===== config.mk =====
export PLATFORM = sky130hd
export DESIGN_NAME = delayed_ahdsr_envelope_generator_top_flat
export DESIGN_NICKNAME = d
export VERILOG_FILES = /design/src/hdl/ahdsr_pkg.sv /design/src/hdl/ahdsr_req_if.sv /design/src/hdl/ahdsr_rsp_if.sv /design/src/hdl/delayed_ahdsr_envelope_generator_top.sv /design/src/hdl/ahdsr_div.sv /design/src/flat_wrapper.sv
export SDC_FILE = /design/constraint.sdc
export NUM_CORES = 2
export LEC_CHECK = 0
export BUFFER_PORTS_ARGS = -buffer_cell sky130_fd_sc_hd__buf_2
export CORE_ASPECT_RATIO = 1.4
export CORE_MARGIN = 4
export CORE_UTILIZATION = 40
export CTS_CLUSTER_DIAMETER = 100
export DETAILED_ROUTE_END_ITERATION = 6
export PLACE_DENSITY = 0.54
export SLEW_MARGIN = 25
export SYNTH_ARGS = -nofsm -noshare
export SYNTH_HDL_FRONTEND = slang
export SYNTH_HIERARCHICAL = 1
export SYNTH_SLANG_ARGS = --single-unit

===== constraint.sdc =====
create_clock -name clock -period 24.4 [get_ports clock]
set_clock_uncertainty 0.1 [all_clocks]
set_input_delay 3.66 -clock clock [delete_from_list [all_inputs] [get_ports clock]]
set_output_delay 3.66 -clock clock [all_outputs]
set_load 0.05 [all_outputs]

===== src/hdl/ahdsr_pkg.sv =====
package ahdsr_pkg;

   // defaults for the top-level parameters
   localparam int EMIT_GAP_MS_DEF = 10;
   localparam int TIME_BITS_DEF   = 20;

   // fixed-point constants
   localparam logic [15:0] FULL_SCALE = 16'hFFFF;
   localparam logic [15:0] MS_LIMIT   = 16'd60000;
   localparam logic [31:0] ROUND_HALF = 32'd32767;

   // divider widths
   localparam int DIV_W   = 32;
   localparam int DVSR_W  = 16;

   // request opcodes
   typedef enum logic [1:0] {
      OP_TICK     = 2'd0,
      OP_GATE_ON  = 2'd1,
      OP_GATE_OFF = 2'd2,
      OP_CANCEL   = 2'd3
   } opcode_type;

   // register indexes
   typedef enum logic [2:0] {
      REG_ATTACK    = 3'd0,
      REG_HOLD      = 3'd1,
      REG_DECAY     = 3'd2,
      REG_SUSTAIN   = 3'd3,
      REG_RELEASE   = 3'd4,
      REG_IN_DELAY  = 3'd5,
      REG_OUT_DELAY = 3'd6,
      REG_FLOOR     = 3'd7
   } reg_index_type;

   // divider handshake between the sequencer and the divider
   typedef struct packed {
      logic start;
      logic done;
   } div_ctl_type;

   // clamp a written millisecond value
   function automatic logic [15:0] clamp_ms(input logic [15:0] v);
      clamp_ms = (v > MS_LIMIT) ? MS_LIMIT : v;
   endfunction

endpackage


===== src/hdl/ahdsr_req_if.sv =====
interface ahdsr_req_if;
   logic        valid;
   logic        ready;
   logic [1:0]  opcode;
   logic [15:0] peak_level;

   modport source (output valid, output opcode, output peak_level, input ready);
   modport sink (input valid, input opcode, input peak_level, output ready);
endinterface


===== src/hdl/ahdsr_rsp_if.sv =====
interface ahdsr_rsp_if;
   logic        valid;
   logic        ready;
   logic [15:0] level;
   logic        finished;
   logic        last;

   modport source (output valid, output level, output finished, output last, input ready);
   modport sink (input valid, input level, input finished, input last, output ready);
endinterface


===== src/hdl/delayed_ahdsr_envelope_generator_top.sv =====
// Delayed AHDSR envelope generator.
// req_if carries one request per handshake: a 1 ms tick, gate on with a
// peak level, gate off or cancel. rsp_if carries level, finished and last;
// a request causes zero, one or two responses, last marks its final one.
// csr_* is an APB-style port for the eight timing and level registers.
// Write them only while the block is idle; the block does not enforce it.
// Reads return the stored values. Gate off and idle requests leave the
// sequencer idle. A tick on a ramp runs a 16x16 multiply and a restoring
// divider, then, when an item is emitted, two multiplies and a
// shift-and-add division by full scale for the floor-to-peak mix. A tick
// on a flat phase skips the divider. The divider sets the worst case;
// req_if.ready is low until the request is done.
// A response sits in an output register; when the receiver stalls, the
// sequencer waits before writing the next one, so nothing is lost.
// Reset (synchronous, active high) stops the envelope and loads the
// register defaults (sustain at full scale, all others zero).
module delayed_ahdsr_envelope_generator_top #(
   parameter int EMIT_GAP_MS = ahdsr_pkg::EMIT_GAP_MS_DEF,
   parameter int TIME_BITS   = ahdsr_pkg::TIME_BITS_DEF
) (
   input  logic         clock,
   input  logic         reset,
   ahdsr_req_if.sink    req_if,
   ahdsr_rsp_if.source  rsp_if,
   input  logic         csr_psel,
   input  logic         csr_penable,
   input  logic         csr_pwrite,
   input  logic [4:0]   csr_paddr,
   input  logic [31:0]  csr_pwdata,
   output logic [31:0]  csr_prdata,
   output logic         csr_pready
);

   localparam int GAP_W = $clog2(EMIT_GAP_MS + 1);
   localparam logic [GAP_W-1:0] GAP = GAP_W'(EMIT_GAP_MS);
   localparam int CW = (TIME_BITS > 18) ? TIME_BITS : 18;

   typedef enum logic [3:0] {
      S_IDLE, S_CANCEL, S_EVAL, S_MUL_ENV, S_DIV_ENV, S_DIV_ENV_WAIT,
      S_ENV_DONE, S_MIX_A, S_MIX_B, S_MIX_C, S_MIX_WAIT, S_OUT
   } state_type;

   state_type state_ff;

   // configuration registers
   logic [15:0] attack_ff, hold_ff, decay_ff, sustain_ff;
   logic [15:0] release_ff, in_delay_ff, out_delay_ff, floor_ff;

   // envelope state
   logic                 running_ff, released_ff;
   logic [TIME_BITS-1:0] t_on_ff, t_off_ff;
   logic [15:0]          held_ff, peak_ff;
   logic [GAP_W-1:0]     since_emit_ff;

   // sequencer scratch
   logic        resume_ff, cancel_last_ff;
   logic        emit_ff, fin_ff, add_s_ff, set_held_ff;
   logic [15:0] opa_ff, opb_ff, dvsr_ff, env_ff;
   logic [31:0] prod_ff, acc_ff;

   // response register
   logic        rsp_valid_ff, rsp_fin_ff, rsp_last_ff;
   logic [15:0] rsp_level_ff;

   // divider for the envelope ramp
   ahdsr_pkg::div_ctl_type      div_ctl;
   logic [31:0]                 div_dvd;
   logic [31:0]                 div_q;

   // division of the mix sum by full scale: (x + (x >> 16) + 1) >> 16
   logic [32:0] mix_sum;

   // config port
   logic        csr_wr;
   logic [2:0]  csr_idx;

   assign csr_pready = 1'b1;
   assign csr_wr     = csr_psel && csr_penable && csr_pwrite;
   assign csr_idx    = csr_paddr[4:2];

   always_ff @(posedge clock) begin
      if (reset) begin
         attack_ff    <= '0;
         hold_ff      <= '0;
         decay_ff     <= '0;
         sustain_ff   <= ahdsr_pkg::FULL_SCALE;
         release_ff   <= '0;
         in_delay_ff  <= '0;
         out_delay_ff <= '0;
         floor_ff     <= '0;
      end else if (csr_wr) begin
         case (ahdsr_pkg::reg_index_type'(csr_idx))
            ahdsr_pkg::REG_ATTACK:    attack_ff    <= ahdsr_pkg::clamp_ms(csr_pwdata[15:0]);
            ahdsr_pkg::REG_HOLD:      hold_ff      <= ahdsr_pkg::clamp_ms(csr_pwdata[15:0]);
            ahdsr_pkg::REG_DECAY:     decay_ff     <= ahdsr_pkg::clamp_ms(csr_pwdata[15:0]);
            ahdsr_pkg::REG_SUSTAIN:   sustain_ff   <= csr_pwdata[15:0];
            ahdsr_pkg::REG_RELEASE:   release_ff   <= ahdsr_pkg::clamp_ms(csr_pwdata[15:0]);
            ahdsr_pkg::REG_IN_DELAY:  in_delay_ff  <= ahdsr_pkg::clamp_ms(csr_pwdata[15:0]);
            ahdsr_pkg::REG_OUT_DELAY: out_delay_ff <= ahdsr_pkg::clamp_ms(csr_pwdata[15:0]);
            ahdsr_pkg::REG_FLOOR:     floor_ff     <= csr_pwdata[15:0];
            default: ;
         endcase
      end
   end

   // register readback
   always_comb begin
      csr_prdata = '0;
      case (ahdsr_pkg::reg_index_type'(csr_idx))
         ahdsr_pkg::REG_ATTACK:    csr_prdata[15:0] = attack_ff;
         ahdsr_pkg::REG_HOLD:      csr_prdata[15:0] = hold_ff;
         ahdsr_pkg::REG_DECAY:     csr_prdata[15:0] = decay_ff;
         ahdsr_pkg::REG_SUSTAIN:   csr_prdata[15:0] = sustain_ff;
         ahdsr_pkg::REG_RELEASE:   csr_prdata[15:0] = release_ff;
         ahdsr_pkg::REG_IN_DELAY:  csr_prdata[15:0] = in_delay_ff;
         ahdsr_pkg::REG_OUT_DELAY: csr_prdata[15:0] = out_delay_ff;
         ahdsr_pkg::REG_FLOOR:     csr_prdata[15:0] = floor_ff;
         default: ;
      endcase
   end

   // phase boundaries and compares for the evaluation step
   logic [CW-1:0] t_ext, toff_ext, ind_ext, od_ext, e1, e2, e3, u_ext;
   logic          in_delay, active;

   assign t_ext    = CW'(t_on_ff);
   assign toff_ext = CW'(t_off_ff);
   assign ind_ext  = CW'(in_delay_ff);
   assign od_ext   = CW'(out_delay_ff);
   assign e1       = ind_ext + CW'(attack_ff);
   assign e2       = e1 + CW'(hold_ff);
   assign e3       = e2 + CW'(decay_ff);
   assign u_ext    = toff_ext - od_ext;
   assign in_delay = t_ext < ind_ext;
   assign active   = !released_ff || (toff_ext < od_ext);

   // divider start and dividend for the envelope ramp
   always_comb begin
      div_ctl.start = (state_ff == S_DIV_ENV);
      div_dvd       = prod_ff;
   end

   assign mix_sum = {1'b0, acc_ff} + 33'(acc_ff[31:16]) + 33'd1;

   ahdsr_div u_div (
      .clock    (clock),
      .reset    (reset),
      .start    (div_ctl.start),
      .dividend (div_dvd),
      .divisor  (dvsr_ff),
      .done     (div_ctl.done),
      .quotient (div_q)
   );

   logic req_fire;
   assign req_fire     = req_if.valid && req_if.ready;
   assign req_if.ready = (state_ff == S_IDLE);

   // sequencer
   always_ff @(posedge clock) begin
      if (reset) begin
         state_ff      <= S_IDLE;
         running_ff    <= 1'b0;
         released_ff   <= 1'b0;
         t_on_ff       <= '0;
         t_off_ff      <= '0;
         held_ff       <= '0;
         peak_ff       <= '0;
         since_emit_ff <= GAP;
         rsp_valid_ff  <= 1'b0;
         resume_ff     <= 1'b0;
      end else begin
         if (rsp_valid_ff && rsp_if.ready)
            rsp_valid_ff <= 1'b0;
         case (state_ff)
            S_IDLE: begin
               if (req_fire) begin
                  case (ahdsr_pkg::opcode_type'(req_if.opcode))
                     ahdsr_pkg::OP_TICK: begin
                        if (running_ff) begin
                           if (t_on_ff != '1)
                              t_on_ff <= t_on_ff + 1'b1;
                           if (released_ff && t_off_ff != '1)
                              t_off_ff <= t_off_ff + 1'b1;
                           if (since_emit_ff < GAP)
                              since_emit_ff <= since_emit_ff + 1'b1;
                           state_ff <= S_EVAL;
                        end
                     end
                     ahdsr_pkg::OP_GATE_ON: begin
                        cancel_last_ff <= (in_delay_ff != '0);
                        resume_ff      <= 1'b1;
                        state_ff       <= running_ff ? S_CANCEL : S_EVAL;
                        running_ff     <= 1'b1;
                        released_ff    <= 1'b0;
                        t_on_ff        <= '0;
                        t_off_ff       <= '0;
                        held_ff        <= '0;
                        peak_ff        <= req_if.peak_level;
                        since_emit_ff  <= GAP;
                     end
                     ahdsr_pkg::OP_GATE_OFF: begin
                        if (running_ff) begin
                           released_ff <= 1'b1;
                           t_off_ff    <= '0;
                        end
                     end
                     ahdsr_pkg::OP_CANCEL: begin
                        if (running_ff) begin
                           running_ff     <= 1'b0;
                           since_emit_ff  <= '0;
                           cancel_last_ff <= 1'b1;
                           resume_ff      <= 1'b0;
                           state_ff       <= S_CANCEL;
                        end
                     end
                     default: ;
                  endcase
               end
            end
            // final item of a cancelled envelope
            S_CANCEL: begin
               if (!rsp_valid_ff) begin
                  rsp_valid_ff <= 1'b1;
                  rsp_level_ff <= floor_ff;
                  rsp_fin_ff   <= 1'b1;
                  rsp_last_ff  <= cancel_last_ff;
                  state_ff     <= resume_ff ? S_EVAL : S_IDLE;
               end
            end
            // pick the phase and set up the ramp
            S_EVAL: begin
               fin_ff      <= 1'b0;
               add_s_ff    <= 1'b0;
               set_held_ff <= active;
               emit_ff     <= since_emit_ff >= GAP;
               if (in_delay) begin
                  state_ff <= S_IDLE;
               end else if (active) begin
                  if (t_ext < e1) begin
                     opa_ff   <= ahdsr_pkg::FULL_SCALE;
                     opb_ff   <= 16'(t_ext - ind_ext);
                     dvsr_ff  <= attack_ff;
                     state_ff <= S_MUL_ENV;
                  end else if (t_ext < e2) begin
                     env_ff   <= ahdsr_pkg::FULL_SCALE;
                     state_ff <= S_ENV_DONE;
                  end else if (t_ext < e3) begin
                     opa_ff   <= ahdsr_pkg::FULL_SCALE - sustain_ff;
                     opb_ff   <= 16'(e3 - t_ext);
                     dvsr_ff  <= decay_ff;
                     add_s_ff <= 1'b1;
                     state_ff <= S_MUL_ENV;
                  end else begin
                     env_ff   <= sustain_ff;
                     state_ff <= S_ENV_DONE;
                  end
               end else if (u_ext < CW'(release_ff)) begin
                  opa_ff   <= held_ff;
                  opb_ff   <= 16'(CW'(release_ff) - u_ext);
                  dvsr_ff  <= release_ff;
                  state_ff <= S_MUL_ENV;
               end else begin
                  env_ff     <= '0;
                  fin_ff     <= 1'b1;
                  emit_ff    <= 1'b1;
                  running_ff <= 1'b0;
                  state_ff   <= S_ENV_DONE;
               end
            end
            S_MUL_ENV: begin
               prod_ff  <= opa_ff * opb_ff;
               state_ff <= S_DIV_ENV;
            end
            S_DIV_ENV: begin
               state_ff <= S_DIV_ENV_WAIT;
            end
            S_DIV_ENV_WAIT: begin
               if (div_ctl.done) begin
                  env_ff   <= div_q[15:0] + (add_s_ff ? sustain_ff : 16'd0);
                  state_ff <= S_ENV_DONE;
               end
            end
            // latch held level and start the floor-to-peak mix
            S_ENV_DONE: begin
               if (set_held_ff)
                  held_ff <= env_ff;
               if (emit_ff) begin
                  since_emit_ff <= '0;
                  opa_ff        <= floor_ff;
                  opb_ff        <= ~env_ff;
                  state_ff      <= S_MIX_A;
               end else begin
                  state_ff <= S_IDLE;
               end
            end
            S_MIX_A: begin
               prod_ff  <= opa_ff * opb_ff;
               opa_ff   <= peak_ff;
               opb_ff   <= env_ff;
               state_ff <= S_MIX_B;
            end
            S_MIX_B: begin
               acc_ff   <= prod_ff;
               prod_ff  <= opa_ff * opb_ff;
               state_ff <= S_MIX_C;
            end
            // weighted sum with rounding
            S_MIX_C: begin
               acc_ff   <= acc_ff + prod_ff + ahdsr_pkg::ROUND_HALF;
               state_ff <= S_MIX_WAIT;
            end
            // divide the sum by full scale
            S_MIX_WAIT: begin
               env_ff   <= mix_sum[31:16];
               state_ff <= S_OUT;
            end
            S_OUT: begin
               if (!rsp_valid_ff) begin
                  rsp_valid_ff <= 1'b1;
                  rsp_level_ff <= env_ff;
                  rsp_fin_ff   <= fin_ff;
                  rsp_last_ff  <= 1'b1;
                  state_ff     <= S_IDLE;
               end
            end
            default: state_ff <= S_IDLE;
         endcase
      end
   end

   assign rsp_if.valid    = rsp_valid_ff;
   assign rsp_if.level    = rsp_level_ff;
   assign rsp_if.finished = rsp_fin_ff;
   assign rsp_if.last     = rsp_last_ff;

   // a new response comes only from the two writing states
   a_rsp_source: assert property (@(posedge clock) disable iff (reset)
      $rose(rsp_valid_ff) |-> ($past(state_ff) == S_CANCEL || $past(state_ff) == S_OUT))
      else $error("response written outside an output state");

   // emit counter stays within its gap
   a_gap_range: assert property (@(posedge clock) disable iff (reset)
      since_emit_ff <= GAP)
      else $error("emit counter beyond gap");

   // divider finishes only while the sequencer waits for it
   a_div_wait: assert property (@(posedge clock) disable iff (reset)
      div_ctl.done |-> (state_ff == S_DIV_ENV_WAIT))
      else $error("divider result not expected");

   // a finishing evaluation stops the envelope
   a_fin_stops: assert property (@(posedge clock) disable iff (reset)
      (state_ff == S_OUT && fin_ff) |-> !running_ff)
      else $error("envelope still running after final item");

endmodule


===== src/hdl/ahdsr_div.sv =====
module ahdsr_div (
   input  logic                            clock,
   input  logic                            reset,
   input  logic                            start,
   input  logic [ahdsr_pkg::DIV_W-1:0]     dividend,
   input  logic [ahdsr_pkg::DVSR_W-1:0]    divisor,
   output logic                            done,
   output logic [ahdsr_pkg::DIV_W-1:0]     quotient
);

   localparam int CNT_W = $clog2(ahdsr_pkg::DIV_W);
   localparam logic [CNT_W-1:0] LAST_STEP = CNT_W'(ahdsr_pkg::DIV_W - 1);

   logic                            busy_ff;
   logic                            done_ff;
   logic [CNT_W-1:0]                cnt_ff;
   logic [ahdsr_pkg::DIV_W-1:0]     dq_ff;
   logic [ahdsr_pkg::DVSR_W-1:0]    rem_ff;
   logic [ahdsr_pkg::DVSR_W-1:0]    dvsr_ff;
   logic [ahdsr_pkg::DVSR_W:0]      rem_sh;
   logic                            ge;

   // one restoring step per cycle
   assign rem_sh = {rem_ff, dq_ff[ahdsr_pkg::DIV_W-1]};
   assign ge     = rem_sh >= {1'b0, dvsr_ff};

   always_ff @(posedge clock) begin
      if (reset) begin
         busy_ff <= 1'b0;
         done_ff <= 1'b0;
         cnt_ff  <= '0;
      end else begin
         done_ff <= 1'b0;
         if (start) begin
            busy_ff <= 1'b1;
            cnt_ff  <= '0;
            dq_ff   <= dividend;
            rem_ff  <= '0;
            dvsr_ff <= divisor;
         end else if (busy_ff) begin
            rem_ff <= ge ? ahdsr_pkg::DVSR_W'(rem_sh - {1'b0, dvsr_ff})
                         : rem_sh[ahdsr_pkg::DVSR_W-1:0];
            dq_ff  <= {dq_ff[ahdsr_pkg::DIV_W-2:0], ge};
            cnt_ff <= cnt_ff + 1'b1;
            if (cnt_ff == LAST_STEP) begin
               busy_ff <= 1'b0;
               done_ff <= 1'b1;
            end
         end
      end
   end

   assign done     = done_ff;
   assign quotient = dq_ff;

endmodule

===== src/flat_wrapper.sv =====
// flat-port wrapper written by rule: the top's interface ports become plain ports
module delayed_ahdsr_envelope_generator_top_flat 
#(
   parameter int EMIT_GAP_MS = ahdsr_pkg::EMIT_GAP_MS_DEF,
   parameter int TIME_BITS   = ahdsr_pkg::TIME_BITS_DEF
)
  (clock, reset, csr_psel, csr_penable, csr_pwrite, csr_paddr, csr_pwdata, csr_prdata, csr_pready, req_if_valid, req_if_opcode, req_if_peak_level, req_if_ready, rsp_if_valid, rsp_if_level, rsp_if_finished, rsp_if_last, rsp_if_ready);
  ahdsr_req_if req_if_i ();
  ahdsr_rsp_if rsp_if_i ();
  input  logic clock;
  input  logic reset;
  input  logic csr_psel;
  input  logic csr_penable;
  input  logic csr_pwrite;
  input  logic [4:0] csr_paddr;
  input  logic [31:0] csr_pwdata;
  output logic [31:0] csr_prdata;
  output logic csr_pready;
  input wire logic [$bits(req_if_i.valid)-1:0] req_if_valid;
  input wire logic [$bits(req_if_i.opcode)-1:0] req_if_opcode;
  input wire logic [$bits(req_if_i.peak_level)-1:0] req_if_peak_level;
  output wire logic [$bits(req_if_i.ready)-1:0] req_if_ready;
  output wire logic [$bits(rsp_if_i.valid)-1:0] rsp_if_valid;
  output wire logic [$bits(rsp_if_i.level)-1:0] rsp_if_level;
  output wire logic [$bits(rsp_if_i.finished)-1:0] rsp_if_finished;
  output wire logic [$bits(rsp_if_i.last)-1:0] rsp_if_last;
  input wire logic [$bits(rsp_if_i.ready)-1:0] rsp_if_ready;
  assign req_if_i.valid = req_if_valid;
  assign req_if_i.opcode = req_if_opcode;
  assign req_if_i.peak_level = req_if_peak_level;
  assign req_if_ready = req_if_i.ready;
  assign rsp_if_valid = rsp_if_i.valid;
  assign rsp_if_level = rsp_if_i.level;
  assign rsp_if_finished = rsp_if_i.finished;
  assign rsp_if_last = rsp_if_i.last;
  assign rsp_if_i.ready = rsp_if_ready;
  delayed_ahdsr_envelope_generator_top #(.EMIT_GAP_MS(EMIT_GAP_MS), .TIME_BITS(TIME_BITS)) u_core (.clock(clock), .reset(reset), .req_if(req_if_i), .rsp_if(rsp_if_i), .csr_psel(csr_psel), .csr_penable(csr_penable), .csr_pwrite(csr_pwrite), .csr_paddr(csr_paddr), .csr_pwdata(csr_pwdata), .csr_prdata(csr_prdata), .csr_pready(csr_pready));
endmodule

Yosys cells after proc, flatten, opt, wreduce, memory -nomap -nowiden

Index checks and enable logic that the tools add are counted.

$lt $le $gt $ge: 10
$add $sub $neg: 18
$mul: 1
Bitwise gates (word level): 5
Shifts and indexed selects: 0
Mux-type cells: 103
Equal/unequal tests: 52
Reductions and logical operators: 56
Divide/modulo/power cells: 0

Operator list:

| kind                                           | count |
|---|---|
| 2-to-1 mux 16 bit                              | 35 |
| case mux 16 bit (3 select lines)               | 3 |
| case mux 16 bit (8 select lines)               | 1 |
| 2-to-1 mux 20 bit                              | 5 |
| 2-to-1 mux 32 bit                              | 2 |
| case mux 16 bit (2 select lines)               | 2 |
| case mux 32 bit (2 select lines)               | 1 |
| subtractor 16 bit                              | 4 |
| < comparator 20 x 16 -> 1 bit                  | 3 |
| 2-to-1 mux 4 bit                               | 15 |
| case mux 20 bit (3 select lines)               | 1 |
| case mux 4 bit (12 select lines)               | 1 |
| adder 20 x 1 -> 20 bit, second input constant  | 2 |
| adder 20 x 16 -> 20 bit                        | 2 |
| < comparator 20 bit                            | 2 |
| != test 20 bit, second input constant          | 2 |
| case mux 20 bit (2 select lines)               | 1 |
| adder 32 x 1 -> 32 bit, second input constant  | 1 |
| adder 32 x 15 -> 32 bit, second input constant | 1 |
| adder 32 x 16 -> 32 bit                        | 1 |
| adder 32 bit                                   | 1 |
| multiplier 16 x 16 -> 32 bit                   | 1 |
| AND reduction 7 bit                            | 4 |
| AND reduction 2 bit                            | 13 |
| other kinds (51)                               | 141 |

Register bits after elaboration: 434
Bits in read-only memories: 0
Memories: 0
Output and inout bits: 53
Latch bits: 0
Bits in writable memories: 0
Bits of input ports: 62

Depth between registers and ports, before layout

Depth after elaboration: 10
Gate-level depth with buffers: 33
Gate-level depth less buffers: 32

By module

The synthesis kept the hierarchy.

By module, submodules not included:

| module                               | instances | sequential area each (um^2) | area an instance (um^2) | cells each |
|---|---|---|---|---|
| delayed_ahdsr_envelope_generator_top | 1         | 8778.4                      | 34443.0                 | 4063 |
| ahdsr_div                            | 1         | 2062.0                      | 3824.9                  | 321 |

Least setup slack after synthesis

No wires, ideal clock.

Path kind: input to output
From: input csr_paddr[4]
To: output csr_prdata[7]
Path buffers: 3
Arrival time: 5801 ps
Stages on the path: 7
Required time: 20640 ps
Setup slack: 14839 ps
Cell sequence: clkbuf_1 -> clkbuf_1 -> clkbuf_1 -> nand2_1 -> o21ai_0 -> a21oi_1 -> o21ai_0

Longest elaborated chain between the ends: 2

Ends and longest elaborated chain:

| element                                           | RTL line                                    | text |
|---|---|---|
| from (decl)                                       | flat_wrapper.sv:15                          | `input logic [4:0] csr_paddr;` |
| equality test 3 bit, or another cell as far along | delayed_ahdsr_envelope_generator_top.sv:109 | `case (ahdsr_pkg::reg_index_type'(csr_idx))` |
| case mux 16 bit (8 select lines) (*)              | delayed_ahdsr_envelope_generator_top.sv:109 |  |
| to (decl)                                         | flat_wrapper.sv:17                          | `output logic [31:0] csr_prdata;` |

Mark *: on every way between the ends. The rest lies on a longest branch, timed or not.

Worst setup path after layout

From: input csr_paddr[3]
To: output csr_prdata[15]

Same word-level chain as after synthesis.

==> reports/results.txt <==
Outcome - finished clean
Vias/cell - 5.549
CP Cell Sequence - buf_2, inv_1, nor2_1, nand2_1, o21ai_0, a21oi_1, o21ai_0, o21a_1, buf_2
Die Height - 374.0 um
Commonest non-fill, non-tap cell in the layout - nand2_1
Largest family of logic cells by synthesized area - adder cells
Worst-path clk slew - 0.06 ns
Vias in the first global route - 31099
Mapped Area - 38270 sq um
Worst hold margin - 0.3201 ns
RSZ-0062 raised after global routing - false
WP data required - 20.64 ns
Largest stage delay, worst path - 0.67 ns
Die width - 269.4 um
Slowest cell on the critical path - nor2_1
H-tree levels - 2
Synth Area in XOR/XNOR - 5.264%
Row cnt - 134
Final hold violation count - 0
Area Overhead vs Synth - 8.674%
Clk buf depth - 3
Final setup TNS - 0 ns
First-pass GRT wire length - 190.7 mm
MaxCap Viol Count - 0
Worst r2r src - u_core/in_delay_ff[1]
Clock sink total - 434
Post-DR wirelength/cell - 22.53 um
Number of distinct library cells after synthesis - 94
Pwr/cell area - 89.59 nW/um^2
Fin. max-slew vios - 0
CP endpoint kind - primary output
Postcts setup bufs - 0
TritonCTS clock tree - done
Final min period - 10.17 ns
DRC - 0
GRT Util Overall - 24.61%
Fin area - 41590 sq um
Post-Synth Adder-Cell Area - 23.82%
Compound-cell area share of the yosys netlist - 16.29%
Nets@finish - 5055
Hold Crit Start - u_core/dvsr_ff[7]
Critical Path Source - csr_paddr[3]
Overflow after GRT - 0
Flops & latches, synth - 434
Ports - 115
Final count of negative-setup-slack endpoints - 0
Mux contribution to synthesized area - 3.453%
Startpoint types - input port
Port Buf Inserts - 79
Synth Area in Simple Gates - 15.85%
CTS resizes - 0
Most frequent cells in the layout - nand2_1 (594), inv_1 (492), ha_1 (402)
Post-synth EDFFs - 215
Detailed Routing Iterations Pass 1 - 5
Num CTS Buffers - 50
Hold_buf cts - 0
Starting Density - 40.26%
Estimated wirelength of the detail-placed design - 101.3 mm
RD Place Congestion - 0.9742
Number of DRC markers in iteration 0 - 2038
Synthesis Warnings - 6
Async set or reset register ratio after synthesis - 0%
Fillcell total - 9511
Avg Cell Area, Syn - 8.729 sq um
Worst Hold Class - register to register
CORE AREA - 95060 sq um
Worst-Margin Slew - 0.9935 ns
Max Freq - 98.30 MHz
Clock latency on the worst-skew pair - 0.67 ns
Crit path kind - input port to primary output
Via count - 31366
Synth Instances - 4384
Total Routed Length - 127.3 mm
Die footprint - 100800 sq um
Slew margin rel. - 33.69%
Crit-path max FO - 33
DP Area - 39870 sq um
Largest net degree at the start of global routing - 74
Layout cell share with drive strength beyond 1 - 7.319%
Seq/Total Area, Yosys - 28.33%
CTS Root Cell - clkbuf_16
Fin crit share - 41.69%
Worst EP arrival - 6.41 ns
ANT nets after route - 0
Peak supply drop - 0.1442 mV
Initial antenna violation count - 4
Leakage - 17.58 nW
Top_reg_cell synth - dfxtp_1
## layout make-up
class	instances	area [sq um]	area share, %
sequential	434	10840	26.07
timing repair buffer	126	774.5	1.862
antenna	2	5.005	0.01203
clock buffer	65	1349	3.243
inverter	494	1854	4.459
tap	1224	1531	3.683
clock inverter	27	334.1	0.8033
multi-input combinational	3281	24900	59.87
## critical path: cells and delay by family
kind                   cells  cell delay, ns
buffers and inverters      3            1.32
AO/OA/AOI/OAI              4            0.64
AND/OR/NAND/NOR            2            0.77
## state kept, by name (all words and copies together), names as in the netlist, 20 cells and up
signal                 flops
u_core/u_div/quotient     32
u_core/acc_ff             32
u_core/t_ext              20
u_core/div_dvd            32
u_core/t_off_ff           20
## kinds of logic after synthesis
family          count (synthesis)
fa+ha+maj                     606
simple gates                 1313
flops                         434
buf+inv                       684
other cells                     2
xor+xnor                      230
compound gates                995
mux                           120
## path summary, 6_finish.rpt
check / slack (ns) / end / depth (start not counted)
max: 14.23 / csr_prdata[15] / 9
min: 0.32 / u_core/u_div/dvsr_ff[7] / 0
max reg2reg: 16.20 / u_core/env_ff[3] / 29
min reg2reg: 0.32 / u_core/u_div/dvsr_ff[7] / 0
## synth_stat cells, types with 52 or more instances
cell type	count	area share (%)
a21oi_1	350	4.6
dfxtp_1	219	11
a21o_1	74	1.5
clkbuf_1	145	1.4
o21ai_0	235	3.1
inv_1	492	4.8
nand3_1	71	0.93
mux2i_1	60	1.6
xor2_1	99	2.3
xnor2_1	131	3.0
edfxtp_1	215	17
and2_1	121	2.0
nor2_1	234	2.3
fa_1	204	11
nor2b_1	52	0.85
ha_1	402	13
nor3_1	65	0.85
mux2_2	56	1.6
nand2_1	594	5.8
## through the flow
step | cells | setup WS, ns | total power [mW] | utilization [%]
3_5_place_dp | 5558 | 14.24 | 2.988 | 41.94
4_1_cts | 5650 | 14.24 | 3.787 | 43.71
6_report | 5653 | 14.23 | 3.726 | 43.75
5_1_grt | 5652 | 14.08 | 4.010 | 43.74
3_3_place_gp | 5558 | 14.28 | 2.971 | 41.93
2_1_floorplan | 4399 | 14.84 | 2.357 | -
## report_power, final
group / internal [mW] / leakage (nW) / total [mW] / switching (mW)
clock network: 0.440 / 0.823 / 0.785 / 0.345
logic: 0.800 / 13.1 / 2.01 / 1.21
registers: 0.891 / 3.69 / 0.933 / 0.0417
total: 2.13 / 17.6 / 3.73 / 1.59
## per-layer routing
metal  track usage, %  vias to the layer above  wire (um)
met4            15.38                        4       9408
met3            2.309                      278       4763
met1            27.94                    15275      48920
met2            44.42                      803      64210
li1                 -                    15006          -
met5                0                        -         27
Note: power is estimated with default switching activity, not from simulation.
